==> src/rtl/sced_pkg.sv <==
package sced_pkg;

	// Default build parameters
	localparam int DEF_MAX_WIDTH    = 1024;
	localparam int DEF_CHANNEL_BITS = 8;

	// Configuration port
	localparam int CFG_INDEX_BITS = 2;
	localparam int CFG_DATA_BITS  = 16;

	localparam logic [CFG_INDEX_BITS-1:0] REG_IMAGE_WIDTH    = 2'd0;
	localparam logic [CFG_INDEX_BITS-1:0] REG_IMAGE_HEIGHT   = 2'd1;
	localparam logic [CFG_INDEX_BITS-1:0] REG_LOW_THRESHOLD  = 2'd2;
	localparam logic [CFG_INDEX_BITS-1:0] REG_HIGH_THRESHOLD = 2'd3;

	localparam int WIDTH_BITS     = 11;
	localparam int HEIGHT_BITS    = 16;
	localparam int THRESHOLD_BITS = 13;

	localparam logic [WIDTH_BITS-1:0]     RST_IMAGE_WIDTH    = 11'd640;
	localparam logic [HEIGHT_BITS-1:0]    RST_IMAGE_HEIGHT   = 16'd480;
	localparam logic [THRESHOLD_BITS-1:0] RST_LOW_THRESHOLD  = 13'd153;
	localparam logic [THRESHOLD_BITS-1:0] RST_HIGH_THRESHOLD = 13'd383;

	// Gradient direction codes
	typedef logic [1:0] dir_t;
	localparam dir_t DIR_0   = 2'd0;
	localparam dir_t DIR_45  = 2'd1;
	localparam dir_t DIR_90  = 2'd2;
	localparam dir_t DIR_135 = 2'd3;

	// Pixel class codes
	typedef logic [1:0] cls_t;
	localparam cls_t CLS_NONE   = 2'd0;
	localparam cls_t CLS_WEAK   = 2'd1;
	localparam cls_t CLS_STRONG = 2'd2;

endpackage

==> src/rtl/sced_top_note.sv <==
// Hysteresis stage: decides the edge bit from the 3x3 class window.
module sced_hyst (
	input  sced_pkg::cls_t win [9],
	input  logic           border,
	output logic           is_edge
);
	logic any_strong;

	always_comb begin
		any_strong = 1'b0;
		for (int i = 0; i < 9; i++) begin
			if (i != 4 && win[i] == sced_pkg::CLS_STRONG) begin
				any_strong = 1'b1;
			end
		end
		if (border) begin
			is_edge = 1'b0;
		end else if (win[4] == sced_pkg::CLS_STRONG) begin
			is_edge = 1'b1;
		end else if (win[4] == sced_pkg::CLS_WEAK) begin
			is_edge = any_strong;
		end else begin
			is_edge = 1'b0;
		end
	end
endmodule

==> config.mk <==
export PLATFORM = sky130hd
export DESIGN_NAME = sced_hyst
export DESIGN_NICKNAME = d
export VERILOG_FILES = /design/src/rtl/sced_pkg.sv /design/src/rtl/sced_top_note.sv
export SDC_FILE = /design/constraint.sdc
export NUM_CORES = 1
export LEC_CHECK = 0
export ABC_AREA = 1
export ABC_CLOCK_PERIOD_IN_PS = 1500
export BUFFER_PORTS_ARGS = -buffer_cell sky130_fd_sc_hd__buf_2
export CORE_AREA = 2 2 39 41
export DETAILED_ROUTE_END_ITERATION = 10
export DIE_AREA = 0 0 41 43
export SYNTH_ARGS = -nofsm -noshare
export SYNTH_HDL_FRONTEND = slang
export SYNTH_SLANG_ARGS = --single-unit
==> constraint.sdc <==
create_clock -name vclk -period 1.5
set_input_delay 0.375 -clock vclk [all_inputs]
set_output_delay 0.375 -clock vclk [all_outputs]
set_load 0.05 [all_outputs]
Word-level counts from Yosys, hierarchy flattened --
Index checks and enable logic that the tools add are counted.
Cells by class: equality and inequality tests 10, muxes and demuxes 11
Operators with widths (number):
- $eq 2x2->1 const B | 9
- $mux 1 | 11
- $eq 2x1->1 const B | 1
Storage, ports and cells: flip-flop bits (word level) 0, input bits 19, output and inout port bits 1, logic and storage cells 21

Longest topological paths before layout --
depth in word-level cells 12, gate-level depth with buffers 7, depth with buffers taken out 7

Worst setup path before layout --
Ideal clock, no wire load.
path kind in2out, start point in win[12] (netlist name), end point out is_edge, arrival time 1.124 ns, data required time 1.125 ns, path slack 0.001 ns, stages on the path 7, buffers on the path 0, cell sequence inv_1 -> nand2_1 -> nand2_1 -> nor2_1 -> nand2_1 -> nand2_1 -> a21oi_2
Between the ends: word-level cells in the longest chain between the ends 10
Ends and longest elaborated chain:
- start: declaration | RTL line sced_top_note.sv:3 | input sced_pkg::cls_t win [9],
- $eq 2x2->1 | RTL line sced_top_note.sv:12 | if (i != 4 && win[i] == sced_pkg::CLS_STRONG) begin
- $mux 1 (6 in series) | RTL line sced_top_note.sv:12
- $mux 1 | RTL line sced_top_note.sv:20 | end else if (win[4] == sced_pkg::CLS_WEAK) begin
- $mux 1 | RTL line sced_top_note.sv:18 | end else if (win[4] == sced_pkg::CLS_STRONG) begin
- $mux 1 | RTL line sced_top_note.sv:16 | if (border) begin
- end: declaration | RTL line sced_top_note.sv:5 | output logic is_edge
No other way between the ends.

Worst setup path in the final report --
start point in win[10] (netlist name), end point out is_edge
Between the ends: word-level cells in the longest chain between the ends 9
Ends and longest elaborated chain (RTL line):
- $eq 2x2->1 | sced_top_note.sv:12
- $mux 1 (5 in series) | sced_top_note.sv:12
- $mux 1 | sced_top_note.sv:20
- $mux 1 | sced_top_note.sv:18
- $mux 1 | sced_top_note.sv:16
No other way between the ends.

==> flow_summary.yaml <==
logic_synthesis:
  yosysSeqAreaShare_pct: 0
  synth.area.top_cells: "nand2_1 (48%), inv_1 (29%), nor2_4 (9.6%)"
  yosysWarnings: 0
  avgSynthCellArea_sq_um: 4.20
  synthCells: 28
  synth_top_area_cell: "nand2_1"
  synth.distinct_cells: 5
  netlist_area_sq_um: 118
  syn-num-nets: 47
  synth_top_area_share_pct: 47.9
sta:
  relSlewSlack_pct: 92.4
  maxSlewViolCount: 0
  hold_viol: 0
  fmax_mhz: 693
  worstMarginPinSlew_ps: 114
  finalSetupTns_ps: 0
  grt_setup_unrepaired: "true"
  holdWs_ps: 1000
  period_share_pct: 96.1
  period_needed_ps: 1440
  setup_violations: 0
  setup_ws_ps: 57.8
floorplanning:
  die_h_um: 43
  die-area_sq_mm: 0.00176
  row_count: 14
  die_w_um: 41
  core_sq_mm: 0.00138
  start_util_pct: 8.50
  io_pins: 20
hold_path:
  hp-class: "in -> out"
critical_path:
  path_class: "in -> out"
  startpoint_type: "primary input"
  endpoint_kind: "output pin"
  worst-endpoint-arrival_ps: 1070
  cp.required_ps: 1120
  endpoint: "is_edge"
  critPathLaunch: "win[10]"
  critPathMaxFanout: 1
clock_network:
  postCtsSetupBuffers: 0
  cts_hold_buf: 0
final_layout:
  area_growth_pct: 143
  layout-drive-gt1-share_pct: 68.8
  regArea_sq_um: 0
  multi_input_area_sq_um: 93.8
  clkbuf_count: 0
  fin_nets: 69
  diodes: 0
  fillerInstances: 162
  instances_no_fill: 64
  seq_cell_count: 0
global_route:
  grt-ovfl-total: 0
  grt_pass1_vias: 149
  track_usage_pct: 3.50
  grt_start_max_net_pins: 3
  grt_first_pass_wirelength_um: 476
  grt_antenna_before_repair: 0
place:
  dp.cells: 64
  portBuffers: 20
  hpwl_um: 307
  gp_congestion: 0.566
  pre_cts_ws_ps: -16.3
route:
  final_antenna_net_count: 0
  post-route-drc-count: 0
  vias: 201
  vias_per_cell: 3.14
  routed_wl_um: 352
  dr.pass1.iters: 1
  wire_per_inst_um: 5.50
  drtIter0Drc: 0
power_and_ir_drop:
  vdd_drop_max_mv: 0.0375
  p_per_area_mw_per_mm2: 247
  leakagePower_nw: 0.181
outcome:
  status: "finished clean"
flow_run:
  max_cap_viol_count: 0
-- layer usage --
layer  global-route usage (%)  wire length [um]  part of all wire [%]
met5                        0                 0                     0
met4                        0                 0                     0
met3                        0                49                    14
met2                     6.88               163                    46
met1                     4.11               139                    39
-- cells by family after synthesis --
logic type | after synthesis | synth area share [%]
AND/OR/NAND/NOR | 18 | 63.8
buffers and inverters | 9 | 28.7
AO/OA/AOI/OAI | 1 | 7.45
-- final cells by class --
cell class                      instances  share of cell area [%]
Inverter                                9                    11.8
Multi-Input combinational cell         19                    32.9
Tap cell                               16                    7.02
Timing Repair Buffer                   20                    48.2
-- cell usage after synthesis --
master	number
nand2_1	15
inv_1	9
nor2_1	2
a21oi_2	1
nor2_4	1
-- critical path, stage by stage --
cell	delay (ps)
buf_2	90
inv_1	40
nand2_1	40
nand2_1	60
nor2_2	40
nand2_1	50
nand2_1	60
a21oi_2	140
buf_6	170
-- placed cells by master (no fill, tap or decap) --
cell type  count
nand2_1       12
inv_2          7
nor2_1         1
buf_6          6
nand2_2        3
nor2_4         1
inv_1          2
a21oi_2        1
nor2_2         1
buf_2         14
-- repair_timing --
item | CTS | global route
endpoints found under the setup margin | 1 | 1
gates resized for setup | 1 | 17
pin swaps | 0 | 11
-- per-stage QoR --
stage	utilization [%]	power [mW]	cell area (sq um)
after floorplan	-	0.0264	118
after global placement	17.2	0.0534	238
after detailed placement	17.2	0.0546	238
after CTS	17.4	0.0560	240
after global routing	20.6	0.0794	285
final	20.6	0.0703	285
-- report_power, final --
part	internal, mW	switching [mW]
Clock	0	0
Sequential	0	0
Combinational	0.0398	0.0305
Total	0.0398	0.0305
-- how the worst min path moves through the flow --
| stage | from | end | slack, ps | cells after the start |
|---|---|---|---|---|
| 2_1_floorplan | border | is_edge | 840 | 1 |
| 3_3_place_gp | border | is_edge | 1050 | 3 |
| 3_5_place_dp | border | is_edge | 1060 | 3 |
| 4_1_cts | border | is_edge | 1040 | 3 |
| 5_1_grt | border | is_edge | 1020 | 3 |
| 6_report | border | is_edge | 1000 | 3 |
Note: power is estimated with default switching activity, not from simulation.
