--- src/rtl/sced_pkg.sv ---
package sced_pkg;

	// Default build parameters
	localparam int DEF_MAX_WIDTH    = 1024;
	localparam int DEF_CHANNEL_BITS = 8;

	// Configuration port
	localparam int CFG_INDEX_BITS = 2;
	localparam int CFG_DATA_BITS  = 16;

	localparam logic [CFG_INDEX_BITS-1:0] REG_IMAGE_WIDTH    = 2'd0;
	localparam logic [CFG_INDEX_BITS-1:0] REG_IMAGE_HEIGHT   = 2'd1;
	localparam logic [CFG_INDEX_BITS-1:0] REG_LOW_THRESHOLD  = 2'd2;
	localparam logic [CFG_INDEX_BITS-1:0] REG_HIGH_THRESHOLD = 2'd3;

	localparam int WIDTH_BITS     = 11;
	localparam int HEIGHT_BITS    = 16;
	localparam int THRESHOLD_BITS = 13;

	localparam logic [WIDTH_BITS-1:0]     RST_IMAGE_WIDTH    = 11'd640;
	localparam logic [HEIGHT_BITS-1:0]    RST_IMAGE_HEIGHT   = 16'd480;
	localparam logic [THRESHOLD_BITS-1:0] RST_LOW_THRESHOLD  = 13'd153;
	localparam logic [THRESHOLD_BITS-1:0] RST_HIGH_THRESHOLD = 13'd383;

	// Gradient direction codes
	typedef logic [1:0] dir_t;
	localparam dir_t DIR_0   = 2'd0;
	localparam dir_t DIR_45  = 2'd1;
	localparam dir_t DIR_90  = 2'd2;
	localparam dir_t DIR_135 = 2'd3;

	// Pixel class codes
	typedef logic [1:0] cls_t;
	localparam cls_t CLS_NONE   = 2'd0;
	localparam cls_t CLS_WEAK   = 2'd1;
	localparam cls_t CLS_STRONG = 2'd2;

endpackage

--- src/rtl/sced_sobel.sv ---
// Sobel sums, strength and quantised direction over three stages (s2..s4).
module sced_sobel #(
	parameter int CHANNEL_BITS = sced_pkg::DEF_CHANNEL_BITS,
	localparam int PW  = 3 * CHANNEL_BITS,
	localparam int MB  = CHANNEL_BITS + 5
) (
	input  logic           clk,
	input  logic           adv,
	input  logic [PW-1:0]  win [9],
	output logic [MB-1:0]  mag,
	output sced_pkg::dir_t dir
);
	localparam int CSB = CHANNEL_BITS + 2;
	localparam int SXB = CHANNEL_BITS + 6;
	localparam int UB  = CHANNEL_BITS + 4;
	localparam int QB  = 2 * MB + 1;

	logic [CSB-1:0]        ch [9];
	logic [SXB-1:0]        px, nx, py, ny;
	logic signed [SXB-1:0] sx, sy, sx_abs, sy_abs;
	logic                  sy_pos;

	logic [UB-1:0] ux_s3, uy_s3;
	logic          sx_zero_s3, sy_zero_s3, sy_pos_s3;

	logic [MB-1:0] sum_s3;
	logic [UB-1:0] diff_s3;

	logic [MB-1:0] mag_s4;
	logic [QB-1:0] sq_sum_s4, sq_diff_s4, two_ux2_s4;
	logic          uy_ge_s4, sx_zero_s4, sy_zero_s4, sy_pos_s4;

	// s2: channel sums and gradients
	always_comb begin
		for (int i = 0; i < 9; i++) begin
			ch[i] = CSB'(win[i][CHANNEL_BITS-1:0]) +
				CSB'(win[i][2*CHANNEL_BITS-1:CHANNEL_BITS]) +
				CSB'(win[i][3*CHANNEL_BITS-1:2*CHANNEL_BITS]);
		end
		px = SXB'(ch[2]) + (SXB'(ch[5]) << 1) + SXB'(ch[8]);
		nx = SXB'(ch[0]) + (SXB'(ch[3]) << 1) + SXB'(ch[6]);
		py = SXB'(ch[0]) + (SXB'(ch[1]) << 1) + SXB'(ch[2]);
		ny = SXB'(ch[6]) + (SXB'(ch[7]) << 1) + SXB'(ch[8]);
		sx = signed'(px - nx);
		sy = signed'(py - ny);
		sx_abs = sx[SXB-1] ? -sx : sx;
		sy_abs = sy[SXB-1] ? -sy : sy;
		// sign of SY once the vector is folded into SX >= 0
		sy_pos = sx[SXB-1] ? sy[SXB-1] : (!sy[SXB-1] && (sy != '0));
	end

	always_ff @(posedge clk) begin
		if (adv) begin
			ux_s3      <= UB'(sx_abs);
			uy_s3      <= UB'(sy_abs);
			sx_zero_s3 <= (sx == '0);
			sy_zero_s3 <= (sy == '0);
			sy_pos_s3  <= sy_pos;
		end
	end

	// s3: squares for the exact angle tests
	always_comb begin
		sum_s3  = MB'(ux_s3) + MB'(uy_s3);
		diff_s3 = uy_s3 - ux_s3;
	end

	always_ff @(posedge clk) begin
		if (adv) begin
			mag_s4     <= sum_s3;
			sq_sum_s4  <= QB'(sum_s3) * QB'(sum_s3);
			sq_diff_s4 <= QB'(diff_s3) * QB'(diff_s3);
			two_ux2_s4 <= (QB'(ux_s3) * QB'(ux_s3)) << 1;
			uy_ge_s4   <= (uy_s3 >= ux_s3);
			sx_zero_s4 <= sx_zero_s3;
			sy_zero_s4 <= sy_zero_s3;
			sy_pos_s4  <= sy_pos_s3;
		end
	end

	// s4: direction
	always_comb begin
		if (sx_zero_s4) begin
			dir = sy_zero_s4 ? sced_pkg::DIR_0 : sced_pkg::DIR_90;
		end else if (sq_sum_s4 < two_ux2_s4) begin
			dir = sced_pkg::DIR_0;
		end else if (uy_ge_s4 && (sq_diff_s4 >= two_ux2_s4)) begin
			dir = sced_pkg::DIR_90;
		end else begin
			dir = sy_pos_s4 ? sced_pkg::DIR_45 : sced_pkg::DIR_135;
		end
	end

	assign mag = mag_s4;
endmodule

--- config.mk ---
export PLATFORM = sky130hd
export DESIGN_NAME = sced_sobel
export DESIGN_NICKNAME = d
export VERILOG_FILES = /design/src/rtl/sced_pkg.sv /design/src/rtl/sced_sobel.sv
export SDC_FILE = /design/constraint.sdc
export NUM_CORES = 1
export LEC_CHECK = 0
export BUFFER_PORTS_ARGS = -buffer_cell sky130_fd_sc_hd__buf_2
export CORE_UTILIZATION = 55
export CTS_CLUSTER_SIZE = 20
export DETAILED_ROUTE_END_ITERATION = 8
export PLACE_DENSITY = 0.77
export SYNTH_ARGS = -nofsm -noshare
export SYNTH_HDL_FRONTEND = slang
export SYNTH_SLANG_ARGS = --single-unit
--- constraint.sdc ---
create_clock -name clk -period 8.5 [get_ports clk]
set_input_delay 1.7 -clock clk [delete_from_list [all_inputs] [get_ports clk]]
set_output_delay 1.7 -clock clk [all_outputs]
set_load 0.01 [all_outputs]
## After elaboration in Yosys (flattened, before gate mapping)

Index checks and enable logic that the tools add are counted.

- Mux-type cells: 8
- $lt $le $gt $ge: 3
- Add/subtract/negate cells: 30
- Reduce and logical (&&, ||, !) cells: 6
- Multiply operators: 3

Operators by type and width:

| kind | count |
|---|---|
| adder 9 x 8 -> 10 bit | 8 |
| adder 8 x 8 -> 9 bit | 8 |
| adder 12 x 10 -> 13 bit | 4 |
| adder 10 x 11 -> 12 bit | 4 |
| multiplier 12 x 12 -> 24 bit | 2 |
| logical NOT 14 bit | 2 |
| subtractor 13 x 13 -> 14 bit | 2 |
| less-than comparator 26 x 25 -> 1 bit | 1 |
| multiplier 13 x 13 -> 26 bit | 1 |
| greater-or-equal comparator 24 x 25 -> 1 bit | 1 |
| 2-to-1 mux 12 bit | 2 |
| negator 12 bit | 2 |
| nonzero test 14 bit | 1 |
| adder 12 x 12 -> 13 bit | 1 |
| greater-or-equal comparator 12 bit | 1 |
| subtractor 12 bit | 1 |
| 2-to-1 mux 2 bit | 5 |
| logical AND 1 bit | 2 |
| logical NOT 1 bit | 1 |
| 2-to-1 mux 1 bit | 1 |

- Output and inout port bits: 15
- Register bits: 118
- Input port bits: 218
- Logic and storage cells: 63

## Logic depth before layout (Yosys ltp)

Gate-level depths: netlist (run 1).

- Word-level depth: 8
- Gate-level depth with buffers: 31
- Depth with buffers taken out: 29

## Worst setup path after synthesis (run 1)

No wires, ideal clock.

- Kind: input to register
- Start: input win[1] in the netlist's numbering
- End: register uy_s3[11], data pin
- Arrival: 6.917 ns
- Stages on the path: 25
- Path buffers: 1
- Setup slack: 1.311 ns
- Data required time: 8.229 ns
- Library setup time: 0.271 ns
- Path through: fa_1 ha_1 inv_1 fa_1 nor2b_1 o21ai_0 a21boi_0 o21ai_0 nand2b_1 xor2_1 inv_1 fa_1 inv_1 fa_1 fa_1 inv_1 ha_1 o21ai_0 nand2b_1 a31oi_1 o21ai_1 or2_2 buf_2 a41oi_1 xor2_1

- Word-level cells in the longest chain between the ends: 6

RTL lines:

| item | RTL line | text |
|---|---|---|
| start, declared | sced_sobel.sv:9 | `input logic [PW-1:0] win [9],` |
| adder 8 x 8 -> 9 bit * | sced_sobel.sv:36 | `ch[i] = CSB'(win[i][CHANNEL_BITS-1:0]) +` |
| adder 9 x 8 -> 10 bit * | sced_sobel.sv:37 | `CSB'(win[i][2*CHANNEL_BITS-1:CHANNEL_BITS]) +` |
| adder 12 x 10 -> 13 bit * | sced_sobel.sv:43 | `ny = SXB'(ch[6]) + (SXB'(ch[7]) << 1) + SXB'(ch[8]);` |
| subtractor 13 x 13 -> 14 bit * | sced_sobel.sv:45 | `sy = signed'(py - ny);` |
| negator 12 bit | sced_sobel.sv:47 | `sy_abs = sy[SXB-1] ? -sy : sy;` |
| 2-to-1 mux 12 bit * | sced_sobel.sv:47 |  |
| via sy_abs[11] | sced_sobel.sv:20 | `logic signed [SXB-1:0] sx, sy, sx_abs, sy_abs;` |
| end signal, assigned | sced_sobel.sv:55 | `uy_s3 <= UB'(sy_abs);` |
| end, declared | sced_sobel.sv:23 | `logic [UB-1:0] ux_s3, uy_s3;` |

The timed path passes the listed nets; every way through them passes the cells marked *.
A chain may end at the register's enable or synchronous reset.

## Worst setup path in the final report (run 1)

- Start: register ux_s3[10]
- End: register sq_diff_s4[22], data pin

- Word-level cells in the longest chain between the ends: 2

RTL lines:

| item | RTL line | text |
|---|---|---|
| start, declared | sced_sobel.sv:23 |  |
| start signal, assigned | sced_sobel.sv:54 | `ux_s3 <= UB'(sx_abs);` |
| subtractor 12 bit | sced_sobel.sv:65 | `diff_s3 = uy_s3 - ux_s3;` |
| multiplier 12 x 12 -> 24 bit | sced_sobel.sv:72 | `sq_diff_s4 <= QB'(diff_s3) * QB'(diff_s3);` |
| end signal, assigned | sced_sobel.sv:72 |  |
| end, declared | sced_sobel.sv:30 | `logic [QB-1:0] sq_sum_s4, sq_diff_s4, two_ux2_s4;` |

No other way between the ends.

==> metrics.md, run 1 <==
| Metric | Value |
|---|---|
| Placed Cells | `3376` |
| Number of DRC markers in iteration 0 | `1067` |
| RSZ-0062 raised after global routing | `false` |
| Syn Nets | `approximately 3500` |
| TritonRoute pass-1 iters | `8` |
| Most common cell on crit path | `inv_1` |
| Status | `complete, no violations` |
| Hold/Removal Path Class | `reg2reg` |
| CP startpoint kind | `register` |
| Register bit total from synthesis | `between 100 and 150` |
| R2r setup slk | `~0.57 ns` |
| Die area | `approximately 0.045 mm2` |
| Detail Route Antenna Nets | `0` |
| Fin crit period | `7.93 ns` |
| Largest net degree at the start of global routing | `68` |
| Critical path required time | `8.72 ns` |
| RD Place Congestion | `about 1.0` |
| Clock Sinks | `approximately 110` |
| Root Buffer | `clkbuf_16` |
| Area contributors post-synth | `fa_1 33%, ha_1 17%, edfxtp_1 14%` |
| Critical Path Slowest Stage Cell | `ha_1` |
| Ys Warns | `0` |
| Cell count after synthesis | `2572` |
| Core area | `between 0.04 and 0.05 mm2` |
| Clk slew on worst S/H paths | `0.06 ns` |
| Rows | `76` |
| Cell variety after synth | `80` |
| GR Util All Layers | `0.294` |
| H-Tree Level Count | `4` |
| Worst setup EP type | `register` |
| Crit path max fanout | `12` |
| Post-CTS repair timing setup buffer count | `0` |
| Post-cts sizing count | `0` |
| WL final | `around 63 mm` |
| Remaining Overflow, GRT | `0` |
| Die width | `213 um` |
| Nets | `3762` |
| Setup-failing EPs final | `0` |
| IO Count | `233` |
| Mean Syn Cell Area | `9.52 um2` |
| Routed vias/inst | `5.47` |
| Vias | `18600` |
| Synth cell count leaders | `587 x inv_1, 403 x fa_1, 331 x ha_1` |
| Post-synth top flop | `edfxtp_1` |
| Least-Margin Pin Slew | `1.14 ns` |
| Wire per inst | `18.4 um` |
| Asr flop ratio synth | `0` |
| DR DRC count | `0` |
| Fin util | `0.621` |
| Initial core utilization | `0.563` |
| Filler cell count | `3617` |
| Vias in the first global route | `20400` |
| Synth area leader | `fa_1` |
| Area share of the largest cell type after synthesis | `0.329` |
| Clk Latency, worst-skew pair | `0.44 ns` |
| Register area share after synthesis | `0.139` |
| WS Path Type | `reg2reg` |
| Initial antenna violation count | `3` |
| Share of cells above drive strength 1 | `0.113` |
| Clock Skew | `0.00971 ns` |
| Synth Cell Area | `~0.024 mm2` |
| Final cell count without fillers | `between 3000 and 4000` |
| Die Span Y | `between 200 and 250 um` |
| Clock tree buffer depth | `2` |
| WP data arrival | `8.14 ns` |
| CTS buffer count | `17` |
| Rel. slew slack | `0.237` |
| CTS tree | `built` |
| Sum Neg Setup Slack | `0 ns` |
| Max Cap Viol | `0` |
| Post-route clock period utilization | `0.933` |
| Final Slew Violations | `0` |
| First-pass GRT wire length | `slightly above 100 mm` |
| Fmax | `126 MHz` |
| Final Hold Vio Count | `0` |
| Dpl hpwl | `55.0 mm` |
| Port buffer count | `~210` |
| Count leader, synth | `inv_1` |
| Area Growth Syn to Fin | `10.3%` |
| Number of flops mapped to enable cells by yosys | `113` |
| Worst path max stage delay | `0.66 ns` |
| Post-CTS Hold Buffers | `0` |
-- flip-flops by register name, indices dropped and copies added, names as in the netlist --
name / cells
sy_pos_s4: 1
two_ux2_s4: 23
uy_ge_s4: 1
uy_s3: 12
sx_zero_s4: 1
sq_diff_s4: 22
mag: 13
sy_zero_s4: 1
sy_zero_s3: 1
sx_zero_s3: 1
sy_pos_s3: 1
ux_s3: 12
sq_sum_s4: 24
-- kinds of logic after synthesis --
kind of cell	count (synthesis)	share of synthesized area
buffers and inverters	631	0.0980
muxes	9	0.00404
AOI/OAI and AO/OA	387	0.103
DFF	113	0.139
adders and majority gates	734	0.499
xor gates and xnor gates	160	0.0578
and+or+nand+nor	538	0.100
-- metrics by stage --
step | setup slack [ns] | cell area [um2] | hold WS [ns]
after detailed placement | 0.658 | 26400 | 0.430
after floorplan | 1.31 | 24500 | 0.400
final | 0.573 | 27000 | 0.446
after global placement | 0.747 | 26400 | 0.411
after CTS | 0.678 | 27000 | 0.444
after global routing | 0.168 | 27000 | 0.460
-- per-layer routing --
layer / track usage / vias to the layer above / share of wire
met5: 0 / - / 0.00070
met4: 0.173 / 6 / 0.061
met3: 0.0384 / 167 / 0.047
met2: 0.552 / 654 / 0.53
met1: 0.313 / 9114 / 0.37
li1: - / 8706 / -
-- area by class of cell --
| type | count | area (um2) | share of cell area |
|---|---|---|---|
| flip-flops and latches | 113 | 3390 | 0.126 |
| diodes | 1 | 2.50 | 0.0000927 |
| multi-input cells | 1828 | 18700 | 0.692 |
| clock inverters | 15 | 160 | 0.00593 |
| well taps | 585 | 732 | 0.0271 |
| inverters | 604 | 2270 | 0.0840 |
| repair buffers | 246 | 1330 | 0.0492 |
| clock buffers | 17 | 425 | 0.0158 |
-- critical path, delay by kind of cell, from the launching register on --
family | cells | cell delay [ns]
mux | 1 | 0.24
flops | 1 | 0.55
buf+inv | 8 | 0.85
simple gates | 6 | 1.36
fa+ha+maj | 7 | 3.41
compound gates | 4 | 1.30
-- final timing paths --
| kind | from | to | cells past startpoint |
|---|---|---|---|
| hold reg to reg | sx_zero_s3 | sx_zero_s4 | 0 |
| setup / recovery | ux_s3[10] | sq_diff_s4[22] | 26 |
| hold / removal | sx_zero_s3 | sx_zero_s4 | 0 |
| setup reg to reg | ux_s3[10] | sq_diff_s4[22] | 26 |
-- layout by cell type, fill, tap and decap left out, types with 72 or more instances in the layout --
cell and n:
edfxtp_1 113, ha_1 331, nand2_1 138, xnor2_1 110, nor2_1 223, inv_1 587, o21ai_0 72, a21oi_1 121
buf_2 207, fa_1 403
Power of run 1 is not shown: default switching activity piles up to over one toggle a cycle in this logic, so the estimate is an artifact.
==> run 2, diff against run 1 <==
- ABC_AREA: unset -> 1
==> metrics.md, run 2 <==
| Metric | Value |
|---|---|
| Cell Area, Placed | `0.0276 mm2 (was 0.0264 mm2)` |
| Least-Margin Pin Slew | `1.04 ns (was 1.14 ns)` |
| Synth cell count leaders | `798 x inv_1, 512 x nand2_1, 403 x fa_1 (was 587 x inv_1, 403 x fa_1, 331 x ha_1)` |
| Synth area leader | `fa_1 (unchanged)` |
| Initial antenna violation count | `1 (was 3)` |
| Area contributors post-synth | `fa_1 31%, ha_1 16%, edfxtp_1 13% (was fa_1 33%, ha_1 17%, edfxtp_1 14%)` |
| First-pass GRT wire length | `100 mm (was 101 mm)` |
| RD Place Congestion | `0.957 (was 0.995)` |
| Post-CTS repair timing setup buffer count | `0 (unchanged)` |
| Asr flop ratio synth | `0 (unchanged)` |
| CP startpoint kind | `register (unchanged)` |
| Filler cell count | `4034 (was 3617)` |
| Area Growth Syn to Fin | `9.36% (was 10.3%)` |
| Dpl hpwl | `52.1 mm (was 55.0 mm)` |
| Fin util | `0.608 (was 0.621)` |
| Die width | `219 um (was 213 um)` |
| Count leader, synth | `inv_1 (unchanged)` |
| Detail Route Antenna Nets | `0 (unchanged)` |
| H-Tree Level Count | `4 (unchanged)` |
| R2r setup slk | `1.25 ns (was 0.57 ns)` |
| Clk Latency, worst-skew pair | `0.43 ns (was 0.44 ns)` |
| Share of cells above drive strength 1 | `0.0994 (was 0.113)` |
| WS Path Type | `reg2reg (unchanged)` |
| Largest register FFs | `24 (unchanged)` |
| Port buffer count | `208 (unchanged)` |
| Cell count after synthesis | `3070 (was 2572)` |
| Register area share after synthesis | `0.131 (was 0.139)` |
| R2R cell count | `27 (was 26)` |
| Vias | `20300 (was 18600)` |
| Max Cap Viol | `0 (unchanged)` |
| Most common cell after layout, fill and taps aside | `inv_1 (unchanged)` |
| IO Count | `233 (unchanged)` |
| Post-route clock period utilization | `0.853 (was 0.933)` |
| RR Startpoint | `ux_s3[0] (was ux_s3[10])` |
| Core area | `0.0465 mm2 (was 0.0435 mm2)` |
| Worst setup EP type | `register (unchanged)` |
| Clk slew on worst S/H paths | `0.06 ns (about the same)` |
| Initial core utilization | `0.556 (was 0.563)` |
| Reg2reg end | `sq_sum_s4[24] (was sq_diff_s4[22])` |
| Wire per inst | `15.4 um (was 18.4 um)` |
| Nets | `4239 (was 3762)` |
| Design area | `0.0282 mm2 (was 0.0270 mm2)` |
| Ys Warns | `0 (unchanged)` |
| Clock Skew | `0.0127 ns (was 0.00971 ns)` |
| Clock Sinks | `113 (unchanged)` |
| Sum Neg Setup Slack | `0 ns (unchanged)` |
| Status | `complete, no violations (unchanged)` |
| Number of flops mapped to enable cells by yosys | `113 (unchanged)` |
| Most frequent cells in the layout | `798 x inv_1, 512 x nand2_1, 403 x fa_1 (was 587 x inv_1, 403 x fa_1, 331 x ha_1)` |
| Rows | `79 (was 76)` |
| Register bit total from synthesis | `113 (unchanged)` |
| Routed vias/inst | `5.19 (was 5.47)` |
| CTS buffer count | `17 (unchanged)` |
| Clock tree buffer depth | `2 (unchanged)` |
| Remaining Overflow, GRT | `0 (unchanged)` |
| Post-cts sizing count | `0 (unchanged)` |
| Critical path endpoint | `sq_sum_s4[24] (was sq_diff_s4[22])` |
| WL final | `60.2 mm (was 62.9 mm)` |
| Post-CTS Hold Buffers | `0 (unchanged)` |
| Root Buffer | `clkbuf_16 (unchanged)` |
| RSZ-0062 raised after global routing | `false (unchanged)` |
| Die area | `0.0478 mm2 (was 0.0454 mm2)` |
| Critical path required time | `8.68 ns (was 8.72 ns)` |
| Post-synth top flop | `edfxtp_1 (unchanged)` |
| Hold/Removal Path Class | `reg2reg (unchanged)` |
| Setup-failing EPs final | `0 (unchanged)` |
| DR DRC count | `0 (unchanged)` |
| Fmax | `138 MHz (was 126 MHz)` |
| Largest regs | `sq_sum_s4 (24), two_ux2_s4 (23), sq_diff_s4 (22) (unchanged)` |
| Largest register by flop count | `sq_sum_s4 (unchanged)` |
| Syn Nets | `4022 (was 3524)` |
| Mean Syn Cell Area | `8.41 um2 (was 9.52 um2)` |
| GR Util All Layers | `0.267 (was 0.294)` |
| TritonRoute pass-1 iters | `6 (was 8)` |
| Cell variety after synth | `50 (was 80)` |
| WP data arrival | `7.43 ns (was 8.14 ns)` |
| Number of DRC markers in iteration 0 | `1078 (was 1067)` |
| CTS tree | `built (unchanged)` |
| Final Slew Violations | `0 (unchanged)` |
| Vias in the first global route | `21000 (was 20400)` |
| Final Hold Vio Count | `0 (unchanged)` |
| Largest net degree at the start of global routing | `65 (was 68)` |
| Synth Cell Area | `0.0258 mm2 (was 0.0245 mm2)` |
| CP startpoint | `ux_s3[0] (was ux_s3[10])` |
| Crit path max fanout | `15 (was 12)` |
| Fin crit period | `7.25 ns (was 7.93 ns)` |
| Die Span Y | `219 um (was 213 um)` |
| Area share of the largest cell type after synthesis | `0.312 (was 0.329)` |
| Rel. slew slack | `0.304 (was 0.237)` |
-- run 2: cell count changes after synthesis, moves of 23 or more --
cell / before / now
a21o_1: 48 / 12
a21oi_1: 121 / 152
inv_1: 587 / 798
nand2_1: 138 / 512
nand3_1: 26 / 101
nand4_1: 8 / 34
nor2b_1: 24 / 1
xnor2_1: 110 / 46
xor2_1: 48 / 88
-- run 2: metrics by stage --
| stage | worst slack (ns) | hold WS [ns] | instances |
|---|---|---|---|
| 2_1_floorplan | 1.76 | 0.400 | 3070 |
| 4_1_cts | 1.28 | 0.427 | 3907 |
| 5_1_grt | 0.777 | 0.431 | 3908 |
| 3_3_place_gp | 0.890 | 0.402 | 3875 |
| 6_report | 1.25 | 0.426 | 3909 |
| 3_5_place_dp | 0.870 | 0.405 | 3875 |
-- run 2: cells by family after synthesis --
| group | Yosys count | share of synthesized area |
|---|---|---|
| AND/OR/NAND/NOR | 935 | 0.151 |
| flip-flops | 113 | 0.131 |
| XOR/XNOR | 141 | 0.0516 |
| AO/OA/AOI/OAI | 298 | 0.0670 |
| buffers and inverters | 849 | 0.126 |
| adder cells (fa/ha/maj) | 734 | 0.473 |
-- run 2: worst min path at each step --
stage	end	slack [ns]	cells past startpoint	startpoint
floorplan	sx_zero_s4	0.40	0	sx_zero_s3
global placement	sy_zero_s4	0.40	0	sy_zero_s3
detailed placement	sx_zero_s4	0.41	0	sx_zero_s3
CTS	sy_zero_s4	0.43	0	sy_zero_s3
global route	sy_zero_s4	0.43	0	sy_zero_s3
finish	sy_zero_s4	0.43	0	sy_zero_s3
-- run 2: layout make-up --
class	instances	area [um2]	area share
Multi-Input combinational cell	2108	19200	0.679
Sequential cell	113	3390	0.120
Inverter	818	3080	0.109
Timing Repair Buffer	229	1200	0.0425
Tap cell	607	759	0.0269
Clock buffer	17	425	0.0151
Clock inverter	15	198	0.00700
Antenna cell	2	5.00	0.000177
-- run 2: critical path, stage by stage (launching register included) --
cell      delay (ns)
edfxtp_1        0.77
ha_1            0.29
inv_1           0.06
fa_1            0.40
inv_1           0.16
nand2_1         0.10
nand3_1         0.11
nand4_1         0.11
nand3_1         0.09
nand2_1         0.28
inv_1           0.34
nand2_1         0.13
fa_1            0.58
inv_1           0.07
fa_1            0.48
fa_1            0.55
fa_1            0.55
inv_1           0.05
fa_1            0.53
inv_1           0.04
ha_1            0.33
inv_1           0.10
o21bai_1        0.12
a21boi_0        0.30
nand2_1         0.14
nand2_1         0.08
nand3_1         0.08
xor2_1          0.16
-- run 2: metal layers --
layer | global-route usage | up-vias | wire length, um
met3 | 0.0263 | 141 | 2910
met1 | 0.306 | 9651 | 23200
met4 | 0.128 | 0 | 3260
met5 | 0 | - | 0
li1 | - | 9838 | -
met2 | 0.494 | 643 | 30800
Power of run 2 is left out for the same reason.
==> run 3, diff against run 2 <==
- BUFFER_PORTS_ARGS: -buffer_cell sky130_fd_sc_hd__buf_2 -> unset
- DONT_BUFFER_PORTS: unset -> 1
- PLACE_DENSITY: 0.77 -> 0.72
==> metrics.md, run 3 (synthesis gave the netlist of run 2 again) <==
| Metric | Value |
|---|---|
| Status | `complete, no violations (unchanged)` |
| Crit-path leading delay family | `adder cells (unchanged)` |
| Vias | `19900 (was 20300)` |
| Sum Neg Setup Slack | `0 ns (unchanged)` |
| Critical path required time | `8.67 ns (was 8.68 ns)` |
| Number of DRC markers in iteration 0 | `1268 (was 1078)` |
| Hold/Removal Path Class | `reg2reg (unchanged)` |
| Remaining Overflow, GRT | `0 (unchanged)` |
| Clock Skew | `0.0152 ns (was 0.0127 ns)` |
| WL final | `62.6 mm (was 60.2 mm)` |
| Post-CTS Hold Buffers | `0 (unchanged)` |
| Detail Route Antenna Nets | `0 (unchanged)` |
| Routed vias/inst | `5.38 (was 5.19)` |
| Largest register by flop count | `sq_sum_s4 (unchanged)` |
| Most frequent cells in the layout | `798 x inv_1, 512 x nand2_1, 403 x fa_1 (unchanged)` |
| Clk slew on worst S/H paths | `0.06 ns (about the same)` |
| Initial core utilization | `0.556 (unchanged)` |
| Dpl hpwl | `53.9 mm (was 52.1 mm)` |
| Root Buffer | `clkbuf_16 (unchanged)` |
| Fmax | `131 MHz (was 138 MHz)` |
| R2r setup slk | `0.85 ns (was 1.25 ns)` |
| WP data arrival | `7.82 ns (was 7.43 ns)` |
| Clk Latency, worst-skew pair | `0.42 ns (was 0.43 ns)` |
| First-pass GRT wire length | `103 mm (was 100 mm)` |
| Post-route clock period utilization | `0.900 (was 0.853)` |
| GR Util All Layers | `0.276 (was 0.267)` |
| Die Span Y | `219 um (unchanged)` |
| Fin crit period | `7.65 ns (was 7.25 ns)` |
| Share of cells above drive strength 1 | `0.0372 (was 0.0994)` |
| Critical Path Slowest Stage Cell | `edfxtp_1 (unchanged)` |
| Crit path max fanout | `14 (was 15)` |
| Die area | `0.0478 mm2 (unchanged)` |
| CP startpoint kind | `register (unchanged)` |
| RD Place Congestion | `0.922 (was 0.957)` |
| Worst path max stage delay | `0.80 ns (was 0.77 ns)` |
| Setup-failing EPs final | `0 (unchanged)` |
| Vias in the first global route | `20900 (was 21000)` |
| Largest net degree at the start of global routing | `114 (was 65)` |
| Post-cts sizing count | `0 (unchanged)` |
| R2R cell count | `26 (was 27)` |
| Max Cap Viol | `0 (unchanged)` |
| Nets | `4028 (was 4239)` |
| CTS tree | `built (unchanged)` |
| Worst setup EP type | `register (unchanged)` |
| CTS buffer count | `17 (unchanged)` |
| Port buffer count | `0 (was 208)` |
| DR DRC count | `0 (unchanged)` |
| Clock Sinks | `113 (unchanged)` |
| Rows | `79 (unchanged)` |
| Final Slew Violations | `0 (unchanged)` |
| Largest register FFs | `24 (unchanged)` |
| Rel. slew slack | `0.338 (was 0.304)` |
| IO Count | `233 (unchanged)` |
| Wire per inst | `16.9 um (was 15.4 um)` |
| Worst path bufs/invs | `6 (was 7)` |
| RSZ-0062 raised after global routing | `false (unchanged)` |
| Area Growth Syn to Fin | `5.10% (was 9.36%)` |
| Post-CTS repair timing setup buffer count | `0 (unchanged)` |
| Largest regs | `sq_sum_s4 (24), two_ux2_s4 (23), sq_diff_s4 (22) (unchanged)` |
| WS Path Type | `reg2reg (unchanged)` |
| TritonRoute pass-1 iters | `6 (unchanged)` |
| Final Hold Vio Count | `0 (unchanged)` |
| Die width | `219 um (unchanged)` |
| Hold path cells | `0 (unchanged)` |
| Initial antenna violation count | `0 (was 1)` |
| Most common cell after layout, fill and taps aside | `inv_1 (unchanged)` |
| Crit path depth | `26 (was 27)` |
| Ant. Diodes | `0 (was 2)` |
| H-Tree Level Count | `4 (unchanged)` |
| Least-Margin Pin Slew | `0.991 ns (was 1.04 ns)` |
| Core area | `0.0465 mm2 (unchanged)` |
| Clock tree buffer depth | `2 (unchanged)` |
==> run 3: cell count changes in the layout (fill, tap and decap cells not counted), sizes merged <==
| cell | previous run | this run |
|---|---|---|
| clkinvlp | 0 | 1 |
| buf | 229 | 18 |
| clkinv | 6 | 9 |
| diode | 2 | 0 |
| clkbuf | 17 | 18 |
| inv | 824 | 819 |
==> run 3: layout make-up <==
cell class                 instances  area (um2)
multi-input combinational       2108       19200
sequential                       113        3390
clock inverter                    14         164
clock buffer                      18         429
tap                              607         759
inverter                         818        3080
fill                            4155       19300
timing repair buffer              18         135
==> run 3: routing by layer <==
metal / wire length, um / up-vias / share of wire / global-route usage
li1: - / 9405 / - / -
met1: 27900 / 9847 / 0.45 / 0.368
met2: 30100 / 555 / 0.48 / 0.472
met3: 3460 / 85 / 0.055 / 0.0423
met4: 1070 / 0 / 0.017 / 0.0606
met5: 0 / - / 0 / 0
==> run 3: metrics by stage <==
stage / utilization / cell area (um2) / setup WS, ns / hold slack [ns] / instances
2_1_floorplan: - / 25800 / 1.76 / 0.400 / 3070
3_3_place_gp: 0.571 / 26500 / 1.05 / 0.403 / 3664
3_5_place_dp: 0.571 / 26500 / 0.942 / 0.410 / 3664
4_1_cts: 0.584 / 27100 / 0.917 / 0.422 / 3696
5_1_grt: 0.584 / 27100 / 0.312 / 0.434 / 3696
6_report: 0.584 / 27100 / 0.854 / 0.426 / 3696
==> run 3: final timing paths <==
path | from | end
setup / recovery | ux_s3[5] | sq_diff_s4[21]
hold / removal | sx_zero_s3 | sx_zero_s4
setup reg to reg | ux_s3[5] | sq_diff_s4[21]
hold reg to reg | sx_zero_s3 | sx_zero_s4
==> run 3: worst register-to-register path, cell delays in order, from the launching register on <==
cell	delay, ns
edfxtp_1	0.80
inv_1	0.10
ha_1	0.65
nand2_1	0.14
nor2_1	0.19
a21oi_2	0.10
xor2_2	0.48
inv_2	0.23
nor2_1	0.25
inv_1	0.10
fa_1	0.60
inv_1	0.06
ha_1	0.28
a21o_1	0.21
fa_1	0.50
fa_1	0.54
inv_1	0.05
fa_1	0.47
inv_1	0.04
ha_1	0.36
nand2_1	0.09
nor2_1	0.25
nand2_1	0.07
o21ai_0	0.30
nand2_1	0.08
nand2_1	0.08
xor2_1	0.37
Power of run 3 is left out for the same reason.
